File: config.mk
export PLATFORM = sky130hd
export DESIGN_NAME = quoted_argument_splitter
export DESIGN_NICKNAME = d
export VERILOG_FILES = /design/src/rtl/qas_pkg.sv /design/src/rtl/quoted_argument_splitter.sv /design/src/rtl/qas_step.sv /design/src/rtl/qas_res_fifo.sv
export SDC_FILE = /design/constraint.sdc
export NUM_CORES = 1
export LEC_CHECK = 0
export BUFFER_PORTS_ARGS = -buffer_cell sky130_fd_sc_hd__buf_2
export CORE_ASPECT_RATIO = 1.75
export CORE_MARGIN = 2
export CORE_UTILIZATION = 35
export CTS_BUF_LIST = sky130_fd_sc_hd__clkbuf_16
export DETAILED_ROUTE_END_ITERATION = 8
export GPL_TIMING_DRIVEN = 0
export SETUP_SLACK_MARGIN = 0.5
export SLEW_MARGIN = 0
export SYNTH_ARGS = -nofsm -noshare
export SYNTH_HDL_FRONTEND = slang
export SYNTH_SLANG_ARGS = --single-unit
File: constraint.sdc
create_clock -name clk_i -period 4.9 [get_ports clk_i]
set_clock_uncertainty 0.15 [all_clocks]
set_input_delay 0.98 -clock clk_i [delete_from_list [all_inputs] [get_ports clk_i]]
set_output_delay 0.98 -clock clk_i [all_outputs]
set_load 0.02 [all_outputs]
File: src/rtl/qas_pkg.sv
package qas_pkg;

  // Field widths of the character and result items.
  localparam int unsigned CharW  = 8;
  localparam int unsigned KindW  = 2;
  localparam int unsigned IndexW = 5;
  localparam int unsigned CountW = 6;
  localparam int unsigned LimitW = 6;

  // Default and reset values.
  localparam int unsigned MaxArgumentsDef = 32;
  localparam logic [LimitW-1:0] ArgLimitReset = 6'd32;

  // Result queue depth; must be a power of two, at least two.
  localparam int unsigned ResFifoDepth = 4;
  localparam int unsigned ResPtrW      = $clog2(ResFifoDepth);
  localparam int unsigned ResCntW      = ResPtrW + 1;

  // Special characters.
  localparam logic [CharW-1:0] CharDquote = 8'h22;
  localparam logic [CharW-1:0] CharSquote = 8'h27;
  localparam logic [CharW-1:0] CharBslash = 8'h5C;

  // Result kinds.
  localparam logic [KindW-1:0] KindChar = 2'd0;
  localparam logic [KindW-1:0] KindTerm = 2'd1;
  localparam logic [KindW-1:0] KindLine = 2'd2;

  // Splitter modes.
  typedef enum logic [2:0] {
    MODE_SKIP       = 3'd0,
    MODE_PLAIN      = 3'd1,
    MODE_PLAIN_ESC  = 3'd2,
    MODE_QUOTED     = 3'd3,
    MODE_QUOTED_ESC = 3'd4
  } mode_e;

  typedef struct packed {
    logic [CharW-1:0] ch;
    logic             line_end;
  } qas_in_t;

  typedef struct packed {
    logic [KindW-1:0]  kind;
    logic [CharW-1:0]  out_char;
    logic [IndexW-1:0] arg_index;
    logic [CountW-1:0] arg_count;
    logic              last;
  } qas_res_t;

  // Line state carried from item to item.
  typedef struct packed {
    mode_e             mode;
    logic              quote_single;
    logic [CountW-1:0] args_done;
    logic              limit_hit;
  } line_state_t;

  // Space, tab, LF, VT, FF and CR separate arguments.
  function automatic logic is_ws(input logic [CharW-1:0] c);
    is_ws = (c == 8'h20) || ((c >= 8'h09) && (c <= 8'h0D));
  endfunction

endpackage

File: src/rtl/quoted_argument_splitter.sv
// Results: each accepted input item is registered, then decoded and written into
// the result queue once the queue has room for two result items.
// Throughput: one input item per cycle while the result queue has room for two
// results; the queue drains one result item per cycle while out_ready_i is high,
// so a line end that closes an argument yields two result items.
// Reset: line state cleared, argument limit set to 32, result queue emptied.
module quoted_argument_splitter #(
  parameter int unsigned MaxArguments = qas_pkg::MaxArgumentsDef
) (
  input  logic                        clk_i,
  input  logic                        rst_ni,
  input  logic                        in_valid_i,
  output logic                        in_ready_o,
  input  qas_pkg::qas_in_t            in_item_i,
  output logic                        out_valid_o,
  input  logic                        out_ready_i,
  output qas_pkg::qas_res_t           out_item_o,
  input  logic                        cfg_we_i,
  input  logic [qas_pkg::LimitW-1:0]  cfg_wdata_i
);
  import qas_pkg::*;

  logic [LimitW-1:0] arg_limit_q;
  logic              in_vld_q;
  qas_in_t           in_item_q;
  logic              room2;
  logic              fire;
  qas_res_t [1:0]    step_res;
  logic [1:0]        step_cnt;

  // The registered item is processed once the queue has room for two results.
  assign fire       = in_vld_q && room2;
  assign in_ready_o = !in_vld_q || fire;

  // Argument limit register.
  always_ff @(posedge clk_i or negedge rst_ni) begin
    if (!rst_ni) begin
      arg_limit_q <= ArgLimitReset;
    end else if (cfg_we_i) begin
      arg_limit_q <= cfg_wdata_i;
    end
  end

  // Input register.
  always_ff @(posedge clk_i or negedge rst_ni) begin
    if (!rst_ni) begin
      in_vld_q <= 1'b0;
    end else if (in_ready_o) begin
      in_vld_q <= in_valid_i;
    end
  end

  always_ff @(posedge clk_i) begin
    if (in_valid_i && in_ready_o) begin
      in_item_q <= in_item_i;
    end
  end

  qas_step #(
    .MaxArguments(MaxArguments)
  ) u_step (
    .clk_i      (clk_i),
    .rst_ni     (rst_ni),
    .fire_i     (fire),
    .item_i     (in_item_q),
    .arg_limit_i(arg_limit_q),
    .res_o      (step_res),
    .res_cnt_o  (step_cnt)
  );

  qas_res_fifo u_res_fifo (
    .clk_i      (clk_i),
    .rst_ni     (rst_ni),
    .wr_cnt_i   (fire ? step_cnt : 2'd0),
    .wr_data_i  (step_res),
    .room2_o    (room2),
    .out_valid_o(out_valid_o),
    .out_ready_i(out_ready_i),
    .out_item_o (out_item_o)
  );

  // A held item that cannot be processed is kept for the next cycle.
  a_item_held: assert property (@(posedge clk_i) disable iff (!rst_ni)
    in_vld_q && !fire |=> in_vld_q && $stable(in_item_q))
    else $error("pending input item lost");

endmodule

File: src/rtl/qas_step.sv
module qas_step #(
  parameter int unsigned MaxArguments = qas_pkg::MaxArgumentsDef
) (
  input  logic                          clk_i,
  input  logic                          rst_ni,
  input  logic                          fire_i,
  input  qas_pkg::qas_in_t              item_i,
  input  logic [qas_pkg::LimitW-1:0]    arg_limit_i,
  output qas_pkg::qas_res_t [1:0]       res_o,
  output logic [1:0]                    res_cnt_o
);
  import qas_pkg::*;

  localparam logic [7:0] MaxArgs8 = 8'(MaxArguments);

  line_state_t st_q, st_d;

  logic [7:0]        lim;
  logic [CountW-1:0] done_inc;
  logic              c_ws, c_quote, c_bs, c_qc;
  logic              open_arg;
  mode_e             eff_mode;
  logic              do_finish;
  logic              do_char;

  // Effective limit: clamp to the maximum, zero acts like one via the compare.
  assign lim = ({2'b00, arg_limit_i} > MaxArgs8) ? MaxArgs8 : {2'b00, arg_limit_i};
  assign done_inc = st_q.args_done + CountW'(1);

  // Character classes.
  assign c_ws    = is_ws(item_i.ch);
  assign c_quote = (item_i.ch == CharDquote) || (item_i.ch == CharSquote);
  assign c_bs    = (item_i.ch == CharBslash);
  assign c_qc    = item_i.ch == (st_q.quote_single ? CharSquote : CharDquote);
  assign open_arg = (st_q.mode == MODE_PLAIN) || (st_q.mode == MODE_PLAIN_ESC) ||
                    (st_q.mode == MODE_QUOTED) || (st_q.mode == MODE_QUOTED_ESC);

  // Decode what a character item does in the current mode.
  always_comb begin
    eff_mode  = open_arg ? st_q.mode : MODE_SKIP;
    do_finish = 1'b0;
    do_char   = 1'b0;
    if (!item_i.line_end && !st_q.limit_hit) begin
      unique case (eff_mode)
        MODE_SKIP: begin
          // A non-separator, non-quote character starts a plain argument.
          do_char = !c_ws && !c_quote && !c_bs;
        end
        MODE_PLAIN: begin
          do_finish = c_ws && !c_bs;
          do_char   = !c_ws && !c_bs;
        end
        MODE_QUOTED: begin
          do_finish = c_qc;
          do_char   = !c_qc && !c_bs;
        end
        MODE_PLAIN_ESC, MODE_QUOTED_ESC: begin
          do_char = 1'b1;
        end
        default: begin
          do_char = 1'b0;
        end
      endcase
    end
  end

  // Next line state.
  always_comb begin
    st_d = st_q;
    if (item_i.line_end) begin
      st_d.mode         = MODE_SKIP;
      st_d.quote_single = 1'b0;
      st_d.args_done    = '0;
      st_d.limit_hit    = 1'b0;
    end else if (!st_q.limit_hit) begin
      if (do_finish) begin
        st_d.mode      = MODE_SKIP;
        st_d.args_done = done_inc;
        st_d.limit_hit = ({2'b00, done_inc} >= lim);
      end else begin
        unique case (eff_mode)
          MODE_SKIP: begin
            if (c_ws) begin
              st_d.mode = MODE_SKIP;
            end else if (c_quote) begin
              st_d.mode         = MODE_QUOTED;
              st_d.quote_single = (item_i.ch == CharSquote);
            end else if (c_bs) begin
              st_d.mode = MODE_PLAIN_ESC;
            end else begin
              st_d.mode = MODE_PLAIN;
            end
          end
          MODE_PLAIN: begin
            st_d.mode = c_bs ? MODE_PLAIN_ESC : MODE_PLAIN;
          end
          MODE_PLAIN_ESC: begin
            st_d.mode = MODE_PLAIN;
          end
          MODE_QUOTED: begin
            st_d.mode = c_bs ? MODE_QUOTED_ESC : MODE_QUOTED;
          end
          MODE_QUOTED_ESC: begin
            st_d.mode = MODE_QUOTED;
          end
          default: begin
            st_d.mode = MODE_SKIP;
          end
        endcase
      end
    end
  end

  // Result items for this input item.
  always_comb begin
    res_o     = '0;
    res_cnt_o = 2'd0;
    if (item_i.line_end) begin
      if (open_arg) begin
        res_o[0].kind      = KindTerm;
        res_o[0].arg_index = st_q.args_done[IndexW-1:0];
        res_o[1].kind      = KindLine;
        res_o[1].arg_count = done_inc;
        res_o[1].last      = 1'b1;
        res_cnt_o          = 2'd2;
      end else begin
        res_o[0].kind      = KindLine;
        res_o[0].arg_count = st_q.args_done;
        res_o[0].last      = 1'b1;
        res_cnt_o          = 2'd1;
      end
    end else if (do_finish) begin
      res_o[0].kind      = KindTerm;
      res_o[0].arg_index = st_q.args_done[IndexW-1:0];
      res_o[0].last      = 1'b1;
      res_cnt_o          = 2'd1;
    end else if (do_char) begin
      res_o[0].kind      = KindChar;
      res_o[0].out_char  = item_i.ch;
      res_o[0].arg_index = st_q.args_done[IndexW-1:0];
      res_o[0].last      = 1'b1;
      res_cnt_o          = 2'd1;
    end
  end

  // Line state register.
  always_ff @(posedge clk_i or negedge rst_ni) begin
    if (!rst_ni) begin
      st_q.mode         <= MODE_SKIP;
      st_q.quote_single <= 1'b0;
      st_q.args_done    <= '0;
      st_q.limit_hit    <= 1'b0;
    end else if (fire_i) begin
      st_q <= st_d;
    end
  end

  // A line end always leaves a clean line state behind.
  a_line_end_clears: assert property (@(posedge clk_i) disable iff (!rst_ni)
    fire_i && item_i.line_end |=> st_q.mode == MODE_SKIP && st_q.args_done == '0 &&
                                  !st_q.limit_hit)
    else $error("line state not cleared after line end");

  // The limit is only reached after at least one finished argument.
  a_limit_has_args: assert property (@(posedge clk_i) disable iff (!rst_ni)
    st_q.limit_hit |-> st_q.args_done != '0 && st_q.mode == MODE_SKIP)
    else $error("limit set without finished arguments");

  // Two results only come from a line end that closes an argument.
  a_two_results: assert property (@(posedge clk_i) disable iff (!rst_ni)
    res_cnt_o == 2'd2 |-> item_i.line_end && open_arg)
    else $error("two results from a character item");

endmodule

File: src/rtl/qas_res_fifo.sv
module qas_res_fifo (
  input  logic                       clk_i,
  input  logic                       rst_ni,
  input  logic [1:0]                 wr_cnt_i,
  input  qas_pkg::qas_res_t [1:0]    wr_data_i,
  output logic                       room2_o,
  output logic                       out_valid_o,
  input  logic                       out_ready_i,
  output qas_pkg::qas_res_t          out_item_o
);
  import qas_pkg::*;

  qas_res_t           mem_q [ResFifoDepth];
  logic [ResPtrW-1:0] wr_ptr_q, wr_ptr_d;
  logic [ResPtrW-1:0] rd_ptr_q, rd_ptr_d;
  logic [ResCntW-1:0] count_q, count_d;
  logic               rd;

  assign out_valid_o = (count_q != '0);
  assign out_item_o  = mem_q[rd_ptr_q];
  assign room2_o     = (count_q <= ResCntW'(ResFifoDepth - 2));
  assign rd          = out_valid_o && out_ready_i;

  // Pointer and fill level update.
  always_comb begin
    wr_ptr_d = wr_ptr_q + ResPtrW'(wr_cnt_i);
    rd_ptr_d = rd_ptr_q + ResPtrW'(rd);
    count_d  = count_q + ResCntW'(wr_cnt_i) - ResCntW'(rd);
  end

  always_ff @(posedge clk_i or negedge rst_ni) begin
    if (!rst_ni) begin
      wr_ptr_q <= '0;
      rd_ptr_q <= '0;
      count_q  <= '0;
    end else begin
      wr_ptr_q <= wr_ptr_d;
      rd_ptr_q <= rd_ptr_d;
      count_q  <= count_d;
    end
  end

  // Storage: up to two result items are written per cycle.
  always_ff @(posedge clk_i) begin
    if (wr_cnt_i != 2'd0) begin
      mem_q[wr_ptr_q] <= wr_data_i[0];
    end
    if (wr_cnt_i == 2'd2) begin
      mem_q[wr_ptr_q + ResPtrW'(1)] <= wr_data_i[1];
    end
  end

  // The queue never overfills.
  a_no_overflow: assert property (@(posedge clk_i) disable iff (!rst_ni)
    count_q <= ResCntW'(ResFifoDepth))
    else $error("result queue overflow");

  // Writes only come when the queue has room for them.
  a_write_room: assert property (@(posedge clk_i) disable iff (!rst_ni)
    wr_cnt_i != 2'd0 |-> room2_o)
    else $error("result queue written without room");

endmodule

# Word level (Yosys, flattened, before mapping)
# Memory sizes are Yosys's and may differ from the RTL's.
# Index checks and enable logic that the tools add are counted.
[totals]
reg_bits = 34
ramBits = 88
in_bits = 20
out_inout_bits = 24
wordCells = 120
mem_count = 1
[memory_table]
columns = ["memory", "words", "word_bits", "rd", "rd_clocked_by_memory_dff", "wr", "line_no", "text"]
rows = [
  ["u_res_fifo.mem_q", 4, 22, 1, 0, 2, "qas_res_fifo.sv:13", "qas_res_t mem_q [ResFifoDepth];"],
]
[op_classes]
n_addsub = 6
magnitude_cmp = 5
eq_ne = 17
muxes = 47
n_reduce_logical = 33
[ops]
columns = ["operator", "n"]
rows = [
  ["$mux W7", 4],
  ["$eq A8 B6 Y1 const B", 3],
  ["$mux W11", 2],
  ["$mux W2", 10],
  ["$mux W8", 2],
  ["$mux W1", 15],
  ["$mux W3", 5],
  ["$mux W5", 3],
  ["$pmux W3 S5", 1],
  ["$mux W13", 1],
  ["$eq A3 B2 Y1 const B", 4],
  ["$mux W6", 2],
  ["$logic_and A1 B1 Y1", 10],
  ["$eq A8 B7 Y1 const B", 1],
  ["$eq A8 B8 Y1", 1],
  ["$ge A6 B8 Y1", 1],
  ["$ge A8 B4 Y1 const B", 1],
  ["$le A8 B4 Y1 const B", 1],
  ["$reduce_bool A2 Y1", 4],
  ["$logic_not A1 Y1", 7],
  ["$add A6 B1 Y6 const B", 1],
  ["$eq A3 B1 Y1 const B", 2],
  ["$eq A3 B3 Y1 const B", 2],
  ["$gt A6 B6 Y1 const B", 1],
  ["other kinds (17)", 24],
]

# Longest topological paths before layout
[logic_depth]
depth_word = 16
ltp_mapped = 12

# Hierarchy
# From an unflattened synthesis, not the netlist that was laid out.
[unflattened]
hier_cells = 466
area_unflattened_um2 = 6658.9
[modules_own_cells]
columns = ["module", "n_inst", "cells_per_inst", "area_per_inst_um2", "seq_area_each_um2"]
rows = [
  ["qas_res_fifo", 1, 254, 4705.8, 2817.7],
  ["qas_step", 1, 183, 1367.6, 275.3],
  ["quoted_argument_splitter", 1, 29, 585.6, 446.7],
]

# Worst setup path after synthesis
# Ideal clock, no wire load.
[synth_path]
path_type = "register to register"
from = "reg in_item_q[1] in the netlist's numbering"
to = "reg u_res_fifo.count_q[2]"
setup_time_ps = 123
t_arrival_ps = 3136
required_ps = 4627
setup_slack_ps = 1491
path_stages_with_launch = 13
cell_sequence = "edfxtp_1 -> or4b_1 -> a21oi_1 -> o21bai_1 -> o41a_1 -> a21oi_4 -> a21oi_1 -> nand2b_1 -> ha_1 -> inv_1 -> ha_1 -> fa_1 -> xnor2_1"
[synth_between]
elab_chain_cells = 14
[synth_rtl]
columns = ["element", "line_no", "text"]
rows = [
  ["start, declared", "quoted_argument_splitter.sv:25", "qas_in_t in_item_q;"],
  ["start signal, assigned", "quoted_argument_splitter.sv:55", "in_item_q <= in_item_i;"],
  ["$ge A8 B4 Y1 or $le A8 B4 Y1 (tied branches)", "qas_pkg.sv:61", "is_ws = (c == 8'h20) || ((c >= 8'h09) && (c <= 8'h0D));"],
  ["$logic_and A1 B1 Y1", "qas_pkg.sv:61", ""],
  ["$logic_or A1 B1 Y1", "qas_pkg.sv:61", ""],
  ["$logic_not A1 Y1", "qas_step.sv:47, qas_step.sv:51", ""],
  ["$logic_and A1 B1 Y1 (2 in series)", "qas_step.sv:47", "do_char = !c_ws && !c_quote && !c_bs;"],
  ["$pmux W1 S4", "qas_step.sv:44", "unique case (eff_mode)"],
  ["$mux W1", "qas_step.sv:43", "if (!item_i.line_end && !st_q.limit_hit) begin"],
  ["$mux W1", "qas_step.sv:137", "end else if (do_char) begin"],
  ["$mux W1 (*)", "qas_step.sv:132", "end else if (do_finish) begin"],
  ["$mux W2 (*)", "qas_step.sv:118", "if (item_i.line_end) begin"],
  ["$mux W2 (*)", "quoted_argument_splitter.sv:74", ".wr_cnt_i (fire ? step_cnt : 2'd0),"],
  ["$add A3 B2 Y3 (*)", "qas_res_fifo.sv:28", "count_d = count_q + ResCntW'(wr_cnt_i) - ResCntW'(rd);"],
  ["$sub A3 B1 Y3 (*)", "qas_res_fifo.sv:28", ""],
  ["via u_res_fifo.count_d[2]", "qas_res_fifo.sv:16", "logic [ResCntW-1:0] count_q, count_d;"],
  ["end signal, assigned", "qas_res_fifo.sv:39", "count_q <= count_d;"],
  ["end, declared", "qas_res_fifo.sv:16", ""],
]
# The timed path passes the listed nets; every way through them passes the cells marked *.
# A chain may end at the register's enable or synchronous reset.

==> results.md <==
- Result of the run: completed
- Register Area: 0.002979 mm²
- Net count of the finished layout: 728
- Synthesized flop and latch total: 122
- Iter 0 DRT Violations: 412
- Highest ir drop seen on vdd: 275.0 µV
- Critical Path Slowest Stage Cell: sky130_fd_sc_hd__clkbuf_1
- Largest net degree at the start of global routing: 26
- Average wire length per cell after detail routing: 20.72 µm
- Cts bufs inserted: 17
- Number of fill cells in the layout: 1830
- Cell seen most often among critical-path stages: sky130_fd_sc_hd__clkbuf_1
- DP Cell Count: 914
- WP data required: 3770 ps
- Placer congestion estimate: 0.9558
- Portion of the post-synthesis area used by sequential elements: 45.81%
- Slowest stage delay, CP: 670 ps
- Total routing resource utilization after global routing: 21.02%
- Starting density of the core: 35.31%
- Library cell with the largest summed area after synthesis: sky130_fd_sc_hd__edfxtp_1
- Die Y: 184.3 µm
- Final total negative setup slack: 0 ps
- Post-place setup slack: 958.8 ps
- Final period demand of the worst path: 4049 ps
- Number of instances in the synthesized netlist: 634
- Clock tree sinks: 122
- H-tree depth: 4
- Max_slew headroom: 5.249%
- Number of port buffers: 42
- Leakage Power: 2.651 nW
- Buffers from clock root to sink, at most: 2
- Clock tree from TritonCTS: built
- Number of maximum-capacitance violations: 0
- Fmax: 247.0 MHz
- Cell type group with the largest total delay on the critical path: buffers and inverters
- Most numerous cell in the Yosys netlist: sky130_fd_sc_hd__a21oi_1
- Endpoint of the worst hold-timing path: u_res_fifo.mem_q[2][13]
- Prevailing post-synth register cell: sky130_fd_sc_hd__dfxtp_1
- Commonest cells in the netlist: sky130_fd_sc_hd__a21oi_1, sky130_fd_sc_hd__o211ai_1, sky130_fd_sc_hd__dfxtp_1, sky130_fd_sc_hd__nand3_1, sky130_fd_sc_hd__nand2_1
- Hold path startpoint: u_res_fifo.mem_q[2][13]
- Post-synthesis net count: 667
- Share of the synthesized area in the top cell type: 18.93%
- Placeable Area: 0.01842 mm²
- Setup repair after global routing missed its margin: no
- Clock edge transition at the registers on the reported setup and hold paths: 60 ps
- Number of flops mapped to enable cells by yosys: 41
- Via count: 5491
- Number of DRC violations after detailed routing: 0
- Number of antenna diodes: 0
- Overall die area: 0.01973 mm²
- Fin worst setup slack: 851.1 ps
- Crit path capture type: output pin
- Global-route wire length before repair: 31040 µm
- Reg2Reg Depth: 12
- Worst hold path depth: 2
- Post-route total power: 4.563 mW
- Vias in the first global route: 5556
- Cell row count: 66
- Maximum fanout count along the critical path: 10
- Layout cells sized above 1: 20.06%
- Worst skew pair latency: 430 ps
- Final instance count without filler cells: 946
- Leading post-synthesis cells by cell area: sky130_fd_sc_hd__edfxtp_1, sky130_fd_sc_hd__dfxtp_1, sky130_fd_sc_hd__dfrtp_1
- Ratio of routed vias to standard cells: 5.804
- Hold buffers post-CTS: 0
- Area of the mapped netlist: 0.006502 mm²
- DP HPWL: 14670 µm
- Number of antenna violations at the first check in global routing: 0
- Capture point of the worst reg-to-reg path: u_res_fifo.count_q[2]
- YS warnings: 0
- Hold Violations, Final: 0
- Worst Path Class, Setup: register to output pin
- Die Span X: 107.0 µm
- Global-route congestion overflow total: 0
- Master cell of the clock root buffer: sky130_fd_sc_hd__clkbuf_16
- Final Cycle Share: 82.63%
- Total wirelength of the detailed-routed design: 19600 µm
- Areal power density over the cells: 604.1 mW/mm²
- Register-to-Register Setup Slack: 980 ps
- Post-CTS setup repair buffer count: 0
- Layout area overhead: 16.14%
- Total setup violations reported at the end of the flow: 0
- Share of flip-flops with an asynchronous set or reset: 20.49%
- Transition time at the pin with the least slew margin: 1402 ps
- Antenna viol nets, final: 0
- Count of different cell masters after synthesis: 60
- Utilization after layout: 41.01%
- Hold Path Class: register to register
- Router iterations before antenna repair: 5
- List of cells traversed by the critical path: clkbuf_1, clkbuf_2, clkbuf_1, mux4_2, buf_2
- Number of I/O pins: 44
- Arr. time, crit path: 2920 ps
- Worst r2r src: in_item_q[1]
- Kind of start point of the critical path: register
- Avg Synthesized Cell Area: 10.26 µm²
- Sum of buffers and inverters on the critical path: 4
- Total area of multi-input combinational cells: 0.003188 mm²
- Count of final max-slew check failures: 0
## logic make-up after synthesis
family / count (synthesis) / synth area share, %
AO/OA/AOI/OAI: 207 / 20.38
XOR/XNOR: 12 / 1.616
adder cells (fa/ha/maj): 13 / 2.617
buffers and inverters: 65 / 5.157
flip-flops: 122 / 45.82
multiplexers: 29 / 8.794
AND/OR/NAND/NOR: 186 / 15.62
## how the worst max path moves through the flow
| stage | from | slack (ps) | endpoint | cells after the start |
|---|---|---|---|---|
| 2_1_floorplan | in_item_q[1] | 1490 | u_res_fifo.count_q[2] | 12 |
| 3_3_place_gp | u_res_fifo.rd_ptr_q[1] | 950 | out_item_o[20] | 5 |
| 3_5_place_dp | u_res_fifo.rd_ptr_q[1] | 960 | out_item_o[20] | 5 |
| 4_1_cts | u_res_fifo.rd_ptr_q[1] | 500 | out_item_o[20] | 5 |
| 5_1_grt | u_res_fifo.rd_ptr_q[0] | 690 | out_item_o[12] | 4 |
| 6_report | u_res_fifo.rd_ptr_q[1] | 850 | out_item_o[20] | 5 |
## tightest hold or removal path, cell delays in order, from the launching register on
cell and delay [ps]:
sky130_fd_sc_hd__dfxtp_1 310, sky130_fd_sc_hd__nand3_2 50, sky130_fd_sc_hd__a21oi_1 50
## cell usage in the layout (no fill, tap or decap), drive strengths merged, types with 4 or more instances in the layout
cell,instances
or2,4
edfxtp,41
clkinv,4
xnor2,7
xor2,5
clkbuf,49
nor2,20
a21oi,73
inv,17
and2,7
o21ai,29
nand2b,9
ha,12
a22oi,4
nor2b,5
nor3,5
nand4,5
o22ai,13
nand3,64
nor4b,8
mux2,5
dfxtp,56
nand2,46
mux4,22
dfrtp,24
buf,68
o211ai,61
## report_power, final
part	leakage (nW)	switching, mW	internal [mW]	total, mW
combinational	1.22	1.22	0.683	1.91
sequential	1.15	0.163	1.33	1.49
clock	0.275	0.487	0.675	1.16
## registers in the layout, indices dropped and copies added, names as in the netlist
name / cells
u_step.st_q: 11
arg_limit_q: 6
u_res_fifo.mem_q: 88
u_res_fifo.rd_ptr_q: 2
in_item_q: 9
u_res_fifo.count_q: 3
in_vld_q: 1
u_res_fifo.wr_ptr_q: 2
## per-layer routing
metal / share of wire, % / track usage, % / routed length (µm) / up-vias
li1: - / - / - / 2556
met1: 36 / 22.28 / 7078 / 2682
met2: 55 / 38.35 / 10770 / 201
met3: 4.0 / 3.430 / 783 / 52
met4: 5.0 / 12.52 / 975 / 0
met5: 0 / 0 / 0 / -
## layout make-up
cell class | instances | area share [%]
clock inverters | 14 | 1.193
repair buffers | 42 | 2.783
plain buffers | 57 | 4.059
flip-flops and latches | 122 | 39.45
inverters | 8 | 0.3976
multi-input cells | 447 | 42.21
clock buffers | 18 | 5.964
well taps | 238 | 3.943
## through the flow
stage / hold WS (ps) / instance area (µm²)
after floorplan: 290.7 / 6502
after global placement: 300.3 / 7010
after detailed placement: 306.5 / 7010
after CTS: 314.2 / 7551
after global routing: 332.0 / 7552
final: 312.5 / 7552
## repair_timing
action	in CTS	in global routing
resized for setup	0	3
setup endpoints to repair	0	9
endpoints found under the hold margin	0	0
Power figures use the tool's default switching activity.
